### src/rtl/tkx_pkg.sv
// Types and constants for the top-k XOR select core.
// No dependencies; imported by every module of the block.
package tkx_pkg;

	localparam int unsigned VALUE_W = 32;
	localparam int unsigned COUNT_W = 7;

	typedef struct packed {
		logic signed [VALUE_W-1:0] value;
		logic                      last;
	} tkx_in_t;

	typedef struct packed {
		logic [VALUE_W-1:0] xor_of_largest;
		logic               short_input;
	} tkx_out_t;

	typedef struct packed {
		logic ins;
		logic drain;
	} tkx_ctl_t;

	typedef enum logic [1:0] {
		ST_RUN   = 2'b01,
		ST_DRAIN = 2'b10
	} tkx_state_t;

endpackage

### src/rtl/tkx_cell.sv
// One cell of the sorted insertion chain: holds one kept value and its valid bit.
// Depends on tkx_pkg.
module tkx_cell
	import tkx_pkg::*;
(
	input  logic                      clk,
	input  logic                      arst_n,
	input  tkx_ctl_t                  ctl,
	input  logic                      enable,
	input  logic signed [VALUE_W-1:0] din,
	input  logic signed [VALUE_W-1:0] up_value,
	input  logic                      up_valid,
	input  logic                      up_gt,
	input  logic signed [VALUE_W-1:0] dn_value,
	input  logic                      dn_valid,
	output logic signed [VALUE_W-1:0] value,
	output logic                      valid,
	output logic                      gt
);

	logic signed [VALUE_W-1:0] value_q;
	logic                      valid_q;

	assign value = value_q;
	assign valid = valid_q & enable;
	assign gt    = !valid || (din > value_q);

	always_ff @(posedge clk or negedge arst_n) begin
		if (!arst_n) begin
			valid_q <= 1'b0;
		end else if (ctl.ins) begin
			if (!enable) begin
				valid_q <= 1'b0;
			end else if (gt) begin
				valid_q <= up_gt ? up_valid : 1'b1;
			end else begin
				valid_q <= valid;
			end
		end else if (ctl.drain) begin
			valid_q <= dn_valid & enable;
		end
	end

	always_ff @(posedge clk) begin
		if (ctl.ins && enable && gt) begin
			value_q <= up_gt ? up_value : din;
		end else if (ctl.drain) begin
			value_q <= dn_value;
		end
	end

endmodule

### config.mk
export PLATFORM = sky130hd
export DESIGN_NAME = tkx_cell
export DESIGN_NICKNAME = d
export VERILOG_FILES = /design/src/rtl/tkx_pkg.sv /design/src/rtl/tkx_cell.sv
export SDC_FILE = /design/constraint.sdc
export NUM_CORES = 1
export LEC_CHECK = 0
export BUFFER_PORTS_ARGS = -buffer_cell sky130_fd_sc_hd__buf_2
export CORE_ASPECT_RATIO = 0.6
export CORE_MARGIN = 2
export CORE_UTILIZATION = 43
export CTS_BUF_LIST = sky130_fd_sc_hd__clkbuf_8
export DETAILED_ROUTE_END_ITERATION = 8
export PLACE_DENSITY = 0.78
export SYNTH_ARGS = -nofsm -noshare
export SYNTH_HDL_FRONTEND = slang
export SYNTH_SLANG_ARGS = --single-unit
### constraint.sdc
create_clock -name clk -period 3.4 [get_ports clk]
set_clock_uncertainty 0.1 [all_clocks]
set_input_delay 0.68 -clock clk [delete_from_list [all_inputs] [get_ports clk]]
set_output_delay 0.68 -clock clk [all_outputs]
set_load 0.01 [all_outputs]
=== After elaboration in Yosys (flattened, before gate mapping) ===
Cells that the tools add are included.
W data, S select, Z words.

* ROM bits: 0
* Memories kept: 0
* Register bits: 33
* Memory bits (writable): 0
* Latch bits: 0
* Output and inout bits: 34

* Bitwise gates (word level): 2
* $mul: 0
* Reductions and logical operators: 6
* Divide/modulo/power cells: 0
* Shift-type cells: 0
* Magnitude comparators: 1
* $add $sub $neg: 0
* Equal/unequal tests: 0
* Multiplexer cells: 8

{| class="wikitable"
|+ Operators by type and width
! kind !! count
|-
| $mux W32 || 3
|-
| $gt A32 B32 Y1 || 1
|-
| $mux W1 || 5
|-
| $reduce_bool A2 Y1 || 2
|-
| $and A1 B1 Y1 || 2
|-
| $logic_and A1 B1 Y1 || 2
|-
| $logic_not A1 Y1 || 1
|-
| $logic_or A1 B1 Y1 || 1
|}

=== Logic depth before layout (Yosys ltp) ===
Gate-level depths: netlist of run 1.

* Word-level depth: 6
* Gate-level depth with buffers: 9

=== Least setup slack after synthesis of run 1 ===
Ideal clock, no wire load.

* Kind: in2reg
* Start point: input port din[14]
* End point: register value_q[0] (netlist: value[0]), enable pin
* Arrival: 2900 ps
* Path buffers: 1
* Setup slack: -84 ps
* Stages: 8
* Cell sequence: ha_1 > a21oi_2 > nand2_1 > a221o_1 > o31a_2 > o211ai_4 > buf_12 > nand2b_1

* Cells in the longest elaborated chain, start to end: 4

{| class="wikitable"
|+ Ends and longest elaborated chain
! element !! RTL line !! source
|-
| start: declaration || tkx_cell.sv:10 || <nowiki>input logic signed [VALUE_W-1:0] din,</nowiki>
|-
| $gt A32 B32 Y1 || tkx_cell.sv:26 || <nowiki>assign gt = !valid || (din > value_q);</nowiki>
|-
| $logic_or A1 B1 Y1 || tkx_cell.sv:26 ||
|-
| $logic_and A1 B1 Y1 || tkx_cell.sv:45 || <nowiki>if (ctl.ins && enable && gt) begin</nowiki>
|-
| $reduce_bool A2 Y1 (no line) || - ||
|-
| end signal: assignment || tkx_cell.sv:46 || <nowiki>value_q <= up_gt ? up_value : din;</nowiki>
|-
| end signal: assignment || tkx_cell.sv:48 || <nowiki>value_q <= dn_value;</nowiki>
|-
| end: declaration || tkx_cell.sv:21 || <nowiki>logic signed [VALUE_W-1:0] value_q;</nowiki>
|}

No other way between the ends.
A chain may end at the register's enable or synchronous reset.

=== Worst setup path after layout of run 1 ===
* Start point: input port din[14]
* End point: output port gt

* Cells in the longest elaborated chain, start to end: 2

{| class="wikitable"
|+ Ends and longest elaborated chain
! element !! RTL line !! source
|-
| $gt A32 B32 Y1 || tkx_cell.sv:26 ||
|-
| $logic_or A1 B1 Y1 || tkx_cell.sv:26 ||
|-
| end: declaration || tkx_cell.sv:18 || <nowiki>output logic gt</nowiki>
|}

No other way between the ends.

==> results of run 1 <==
through the flow:
step	std cells	cell area, sq um	hold slack, ps	utilization, %
after detailed placement	459	3611	355.1	58.05
after floorplan	239	2825	284.4	-
final	467	3717	60.90	59.75
after global placement	459	3611	355.5	58.05
after global routing	467	3717	42.74	59.75
after CTS	467	3701	49.62	59.49
power by group through the flow:
stage | clock network, mW | registers (mW) | logic [mW]
finish | 0.302 | 0.521 | 0.428
global route | 0.329 | 0.525 | 0.477
CTS | 0.313 | 0.521 | 0.430
detailed placement | 0 | 0.529 | 0.427
global placement | 0 | 0.526 | 0.416
floorplan | 0 | 0.548 | 0.248
area by class of cell:
cell class                 instances  area (sq um)
clock buffer                       6         82.58
clock inverter                     2         7.507
fill                             555          2504
inverter                          35         131.4
multi-input combinational        164          1649
sequential                        33         985.9
tap                               84         105.1
timing repair buffer             143         755.7
cell families after synthesis:
logic type                 after synthesis
DFF                                     33
AOI/OAI and AO/OA                       35
adders and majority gates               32
and+or+nand+nor                         34
muxes                                   63
buffers and inverters                   42
cell usage after synthesis, types with 2 or more instances:
master	count	area [sq um]
nand3_1	3	15.01
edfxtp_1	32	960.9
nand4_1	7	43.79
ha_1	32	400.4
a21oi_1	16	80.08
buf_12	3	60.06
o21ai_0	6	30.03
nor2_1	4	15.01
mux2_4	29	435.4
nand2_1	12	45.04
inv_1	35	131.4
nor4_1	2	12.51
mux2_2	34	382.9
clkbuf_1	4	15.01
worst max-delay path by stage:
stage	start	endpoint	slack (ps)	depth (start not counted)
2_1_floorplan	din[14]	value[0]	250	8
3_3_place_gp	din[30]	gt	70	8
3_5_place_dp	din[14]	gt	60	9
4_1_cts	din[14]	gt	40	9
5_1_grt	din[23]	gt	60	9
6_report	din[14]	gt	180	9
sequential cells by signal (all words and copies together) (netlist names):
| signal | flops |
|---|---|
| valid_q | 1 |
| value | 32 |
routing by layer:
layer	part of all wire, %	wire length [um]
met3	8.7	589
met1	47	3177
met5	0	0
met4	0.62	42
met2	44	2965
==> results.tsv, run 1 <==
metric	value	unit
status	completed	
setup_violations	0	
grt_use_met1	26.31	%
leakagePower	1.923	nW
finalSetupTns	0	ps
yosysUniqueCellTypes	34	
synthXorXnorAreaFrac	0	%
critical_path_required	2620	ps
fin_crit	3222	ps
fp-row-count	22	
rsz0062_at_grt	false	
hold_class	in2async	
power.share.sequential	41.6	%
synth_cells	239	
ys_seq_area_share	34.93	%
drc_errors	0	
vias_per_cell	4.912	
cts_buffer_depth	2	
path_clk_slew	70	ps
avgSynthCellArea	11.81	sq um
synth_flop_cell	edfxtp_1	
use_met3	4.892	%
num_vias	2294	
num-nets-final	518	
start_kind	primary input	
max_freq	310.4	MHz
die_y	66.76	um
p_clk_share	24.2	%
grt_pass1_wl	10630	um
port_buffers	137	
synth.net_count	375	
firstDrtPassIters	4	
synth_top_family_by_area	multiplexers	
cts_root_buffer	clkbuf_8	
r2r_start	value[14]	
area_delta_synth_final	31.69	%
initial_utilization	45.37	%
cp_cell_sequence	buf_2, ha_1, nand4_1, nor2_1, a221o_1, o31a_2, nor3b_1, o31ai_1, buf_2	
synth-compound-area-share	8.511	%
p_total	1.251	mW
synth_seq_cells	33	
p_comb_share	34.2	%
final_cell_mix	buf_2, inv_1, mux2_2, ha_1, edfxtp_1	
endpoint_kind	primary output	
synth-simple-area-share	6.073	%
ir_worst_vdd	0.1403	mV
core_area	6221	sq um
p_int	0.8834	mW
postRouteAntennaNets	0	
wire_per_inst	14.51	um
dpl.hpwl	5642	um
cts_tree	done	
fin_crit_sh	94.77	%
p_switching	0.3672	mW
cts_setup_buffers	0	
worst_pin_slew	814.9	ps
power.density	336.4	nW/um^2
place_ws	58.47	ps
cp_slowest_cell	a221o_1	
hold_viol	0	
rr_worst_depth	10	
final_common_cell	buf_2	
met2_usage	31.72	%
sw_frac_of_total	29.36	%
cts_buffers	5	
insertion_delay	280	ps
post_cts_resized	0	
overflow	0	
r2r_end	value[0]	
yosys.area_share.adder	14.18	%
gp_routability_congestion	0.7955	
routed_wl	6774	um
drv_slew	0	
crit_type	in2out	
h-tree-depth	2	
ctsHoldBuffers	0	
antenna_cells	0	
critPathMaxStageDelay	320	ps
grt_max_degree	35	
r2r_slack	450	ps
dieArea	7250	sq um
num_io_pins	138	
cp.buffers_inverters	2	
cp.arrival	2440	ps
relSlewSlack	45.67	%
path_common_cell	buf_2	
grtUsageTotal	19.58	%
busiest_layer	met2	
numClockSinks	33	
maxCapViolCount	0	
drtIter0Drc	74	
synth_warnings	0	
drive_gt1_share	57.44	%
worst_slack	177.9	ps
die_w	108.6	um
critPathMaxFanout	3	
crit_family	compound AO/OA/AOI/OAI gates	
synth_edf_count	32	
syn_area	2823	sq um
grt_pass1_vias	2227	
ys_async_sr_fraction	3.030	%
antenna_found_initial	0	
synth_mux_area_share	28.99	%
No activity file was read; power rests on OpenSTA's default activity.
==> inputs of run 2 (changes only) <==
--- a/config.mk
+++ b/config.mk
@@ -12,6 +12,7 @@
 export CTS_BUF_LIST = sky130_fd_sc_hd__clkbuf_8
 export DETAILED_ROUTE_END_ITERATION = 8
 export PLACE_DENSITY = 0.78
+export RECOVER_POWER = 50
 export SYNTH_ARGS = -nofsm -noshare
 export SYNTH_HDL_FRONTEND = slang
 export SYNTH_SLANG_ARGS = --single-unit
==> run 2 against run 1 <==
Combinational power shrank 4%; critical path type unchanged; routed wire length up 0.69%; first-iteration DRC count decreased by 6.8%; critical path depth unchanged; register-to-register slack worse by 180 ps.
==> results.tsv, run 2 (same netlist as run 1, synthesis figures left out) <==
metric	value	unit	change
maxCapViolCount	0		unchanged
port_buffers	137		unchanged
cts_tree	done		unchanged
insertion_delay	280	ps	about the same
critPathMaxFanout	3		unchanged
r2r_start	value[14]		unchanged
power.density	339.5	nW/um^2	was 336.4 nW/um^2
endpoint_kind	primary output		unchanged
cts_setup_buffers	0		unchanged
p_switching	0.3676	mW	was 0.3672 mW
rsz0062_at_grt	false		unchanged
num-nets-final	518		unchanged
power.share.sequential	42.2	%	was 41.6%
grt_pass1_wl	10630	um	unchanged
numClockSinks	33		unchanged
cp.arrival	2450	ps	was 2440 ps
die_y	66.76	um	unchanged
cts_buffer_depth	2		unchanged
crit_start	din[14]		unchanged
grt_pass1_vias	2227		unchanged
r2r_slack	270	ps	was 450 ps
fin_crit	3227	ps	was 3222 ps
firstDrtPassIters	4		unchanged
place_area	3611	sq um	unchanged
num_io_pins	138		unchanged
wire_per_inst	14.61	um	was 14.51 um
path_clk_slew	70	ps	about the same
overflow	0		unchanged
postRouteAntennaNets	0		unchanged
setup_violations	0		unchanged
grt_max_degree	35		unchanged
start_kind	primary input		unchanged
drv_slew	0		unchanged
initial_utilization	45.37	%	unchanged
critical_path_required	2620	ps	about the same
status	completed		unchanged
place_ws	58.47	ps	unchanged
worst_slack	173.1	ps	was 177.9 ps
vias_per_cell	4.901		was 4.912
p_int	0.8692	mW	was 0.8834 mW
antenna_found_initial	0		unchanged
gp_routability_congestion	0.7955		unchanged
rr_worst_depth	11		was 10
cts_root_buffer	clkbuf_8		unchanged
relSlewSlack	45.15	%	was 45.67%
final_common_cell	buf_2		unchanged
drive_gt1_share	48.04	%	was 57.44%
grtUsageTotal	19.58	%	unchanged
cts_buffers	5		unchanged
finalSetupTns	0	ps	unchanged
max_freq	309.9	MHz	was 310.4 MHz
sw_frac_of_total	29.72	%	was 29.36%
drc_errors	0		unchanged
core_area	6221	sq um	unchanged
hold_viol	0		unchanged
largest_register_ffs	32		unchanged
num_vias	2289		was 2294
dpl.hpwl	5642	um	unchanged
antenna_cells	0		unchanged
drtIter0Drc	69		was 74
p_comb_share	33.4	%	was 34.2%
stdcell_area	3643	sq um	was 3717 sq um
h-tree-depth	2		unchanged
crit_type	in2out		unchanged
dieArea	7250	sq um	unchanged
post-route-util	58.57	%	was 59.75%
ir_worst_vdd	0.1383	mV	was 0.1403 mV
leakagePower	1.817	nW	was 1.923 nW
fp-row-count	22		unchanged
worst_pin_slew	822.8	ps	was 814.9 ps
fin_crit_sh	94.91	%	was 94.77%
die_w	108.6	um	unchanged
area_delta_synth_final	29.08	%	was 31.69%
final_cell_mix	buf_2, inv_1, clkbuf_1, mux2_2		was buf_2, inv_1, mux2_2, ha_1, edfxtp_1
routed_wl	6821	um	was 6774 um
r2r_end	value[30]		was value[0]
hold_class	in2async		unchanged
p_clk_share	24.4	%	was 24.2%
run 2: cell count changes in the layout (fill, tap and decap cells not counted), sizes merged:
cell / before / now
buf: 143 / 106
clkbuf: 6 / 43
run 2: worst max-delay path, stage by stage:
cell,delay [ps]
buf_2,120
ha_1,310
nand4_1,180
nor2_1,70
a221o_1,320
o31a_2,300
nor3b_1,200
o31ai_1,110
buf_2,160
run 2: power by group through the flow:
stage	Clock, mW	Combinational (mW)	Sequential (mW)
final	0.302	0.413	0.522
after global routing	0.329	0.460	0.526
after CTS	0.313	0.430	0.521
after detailed placement	0	0.427	0.529
after global placement	0	0.416	0.526
after floorplan	0	0.248	0.548
run 2: worst max-delay path by stage:
stage	to	slack, ps
3_5_place_dp	gt	60
4_1_cts	gt	40
6_report	gt	170
3_3_place_gp	gt	70
2_1_floorplan	value[0]	250
5_1_grt	value[30]	30
run 2: metrics by stage:
stage | instances | power [mW] | hold WS [ps]
floorplan | 239 | 0.7966 | 284.4
global placement | 459 | 0.9426 | 355.5
detailed placement | 459 | 0.9567 | 355.1
CTS | 467 | 1.264 | 49.62
global route | 467 | 1.316 | 42.74
finish | 467 | 1.237 | 61.62
run 2: area by class of cell:
| type | count | area [sq um] |
|---|---|---|
| clock inverters | 2 | 7.507 |
| flip-flops and latches | 33 | 985.9 |
| repair buffers | 143 | 695.7 |
| fillers | 586 | 2577 |
| multi-input cells | 164 | 1635 |
| clock buffers | 6 | 82.58 |
| inverters | 35 | 131.4 |
| well taps | 84 | 105.1 |
run 2: repair_timing:
item                                    in CTS  in global routing
resized for setup                            0                  4
hold buffers                                 0                  0
endpoints found under the setup margin       0                  1
run 2: metal layers:
layer,part of all wire [%],GRT usage [%],routed length [um],vias to the layer above
li1,-,-,-,1167
met1,48,26.31,3287,1025
met2,43,31.72,2960,93
met3,7.8,4.892,531,4
met4,0.62,4.808,42,0
met5,0,0,0,-
==> inputs of run 3 (changes only) <==
--- a/config.mk
+++ b/config.mk
@@ -5,7 +5,7 @@
 export SDC_FILE = /design/constraint.sdc
 export NUM_CORES = 1
 export LEC_CHECK = 0
-export BUFFER_PORTS_ARGS = -buffer_cell sky130_fd_sc_hd__buf_2
+export BUFFER_PORTS_ARGS = -buffer_cell sky130_fd_sc_hd__buf_4
 export CORE_ASPECT_RATIO = 0.6
 export CORE_MARGIN = 2
 export CORE_UTILIZATION = 43
==> run 3 against run 2 <==
Die area stayed put; register-to-register slack worse by 30 ps; worst setup slack worse by 29 ps.
==> results.tsv, run 3 (same netlist as run 1, synthesis figures left out) <==
metric	value	unit	change
r2r_end	value[31]		was value[30]
area_delta_synth_final	38.43	%	was 29.08%
path_clk_slew	70	ps	about the same
h-tree-depth	2		unchanged
max_freq	307.1	MHz	was 309.9 MHz
grtUsageTotal	20.45	%	was 19.58%
r2r_slack	240	ps	was 270 ps
rsz0062_at_grt	false		unchanged
fin_crit	3256	ps	was 3227 ps
core_area	6221	sq um	unchanged
drive_gt1_share	47.78	%	was 48.04%
crit_type	in2reg		was in2out
port_buffers	137		unchanged
cp.arrival	3150	ps	was 2450 ps
wire_per_inst	15.21	um	was 14.61 um
r2r_start	value[5]		was value[14]
worst_slack	143.7	ps	was 173.1 ps
maxCapViolCount	0		unchanged
drtIter0Drc	93		was 69
num_vias	2312		was 2289
gp_routability_congestion	0.7975		was 0.7955
numClockSinks	33		unchanged
critPathMaxFanout	19		was 3
leakagePower	1.917	nW	was 1.817 nW
place_ws	26.57	ps	was 58.47 ps
num_io_pins	138		unchanged
sw_frac_of_total	29.45	%	was 29.72%
insertion_delay	280	ps	about the same
ir_worst_vdd	0.1588	mV	was 0.1383 mV
final_cell_mix	buf_4, inv_1, mux2_2, clkbuf_1		was buf_2, inv_1, clkbuf_1, mux2_2
status	completed		unchanged
hold_class	in2async		unchanged
fin_crit_sh	95.77	%	was 94.91%
setup_violations	0		unchanged
antenna_found_initial	0		unchanged
p_clk_share	22.2	%	was 24.4%
fp-row-count	22		unchanged
worst_pin_slew	587.1	ps	was 822.8 ps
grt_pass1_wl	11180	um	was 10630 um
num-fill-cells	553		was 586
die_w	108.6	um	unchanged
hold_viol	0		unchanged
rr_worst_depth	10		was 11
relSlewSlack	60.69	%	was 45.15%
overflow	0		unchanged
power.share.sequential	41.6	%	was 42.2%
p_int	0.8833	mW	was 0.8692 mW
dpl.hpwl	5848	um	was 5642 um
start_kind	primary input		unchanged
final_common_cell	buf_4		was buf_2
cts_buffers	5		unchanged
antenna_cells	0		unchanged
initial_utilization	45.37	%	unchanged
p_switching	0.3688	mW	was 0.3676 mW
power.density	320.4	nW/um^2	was 339.5 nW/um^2
grt_max_degree	35		unchanged
endpoint_kind	register		was primary output
cts_buffer_depth	2		unchanged
num-nets-final	518		unchanged
postRouteAntennaNets	0		unchanged
grt_pass1_vias	2333		was 2227
finalSetupTns	0	ps	unchanged
vias_per_cell	4.951		was 4.901
die_y	66.76	um	unchanged
drv_slew	0		unchanged
cts_tree	done		unchanged
drc_errors	0		unchanged
firstDrtPassIters	4		unchanged
critical_path_required	3300	ps	was 2620 ps
p_comb_share	36.2	%	was 33.4%
multi_input_area	1634	sq um	was 1635 sq um
cts_root_buffer	clkbuf_8		unchanged
ff_latch_area	985.9	sq um	unchanged
largest_register_ffs	32		unchanged
routed_wl	7105	um	was 6821 um
dieArea	7250	sq um	unchanged
## run 3: cell types whose count changed in the layout (fill, tap and decap cells not counted), sizes merged
cell,before,now
clkbuf,43,42
inv,37,38
## run 3: routing by layer
metal / GRT usage [%] / vias up / wire length (um)
met5: 0 / - / 0
met4: 6.090 / 0 / 78
met3: 5.675 / 7 / 604
met2: 32.89 / 97 / 3103
met1: 26.91 / 1043 / 3319
li1: - / 1165 / -
## run 3: what timing repair did
item                                    in CTS  in global routing
hold buffers                                 0                  0
resized for setup                            0                  4
buffers inserted                             0                  0
endpoints found under the setup margin       0                  1
## run 3: area by class of cell
class                   count  area share, %
clock inverters             3         0.2882
inverters                  35          3.362
flip-flops and latches     33          25.23
well taps                  84          2.690
clock buffers               5          1.761
multi-input cells         164          41.82
repair buffers            143          24.85
## run 3: worst max-delay path by stage
stage	from	end	slack, ps	cells after the start
after CTS	din[14]	gt	10	9
after detailed placement	din[14]	gt	30	9
after global routing	din[5]	value[19]	50	10
final	din[7]	value[31]	140	10
after floorplan	din[14]	value[0]	250	8
after global placement	din[14]	gt	100	9
## run 3: critical path: stages
cell and delay [ps]:
buf_4 110, ha_1 280, a21oi_1 140, o21ai_0 160, a221o_1 340, o31a_2 330
o211ai_1 510, buf_12 240, nand2b_1 80, clkbuf_4 270
## run 3: metrics by stage
step | cells | hold WS, ps | util [%] | total power, mW | instance area, sq um
after floorplan | 239 | 284.4 | - | 0.7966 | 2825
after global placement | 459 | 357.0 | 63.96 | 1.006 | 3979
after detailed placement | 459 | 358.3 | 63.96 | 1.023 | 3979
after CTS | 467 | 48.51 | 65.25 | 1.304 | 4059
after global routing | 467 | 72.08 | 62.81 | 1.332 | 3908
final | 467 | 79.26 | 62.81 | 1.252 | 3908
## run 3: power groups by stage
| stage | clock [mW] | combinational [mW] | sequential [mW] |
|---|---|---|---|
| floorplan | 0 | 0.248 | 0.548 |
| global placement | 0 | 0.478 | 0.528 |
| detailed placement | 0 | 0.493 | 0.530 |
| CTS | 0.287 | 0.495 | 0.522 |
| global route | 0.302 | 0.504 | 0.527 |
| finish | 0.278 | 0.453 | 0.521 |
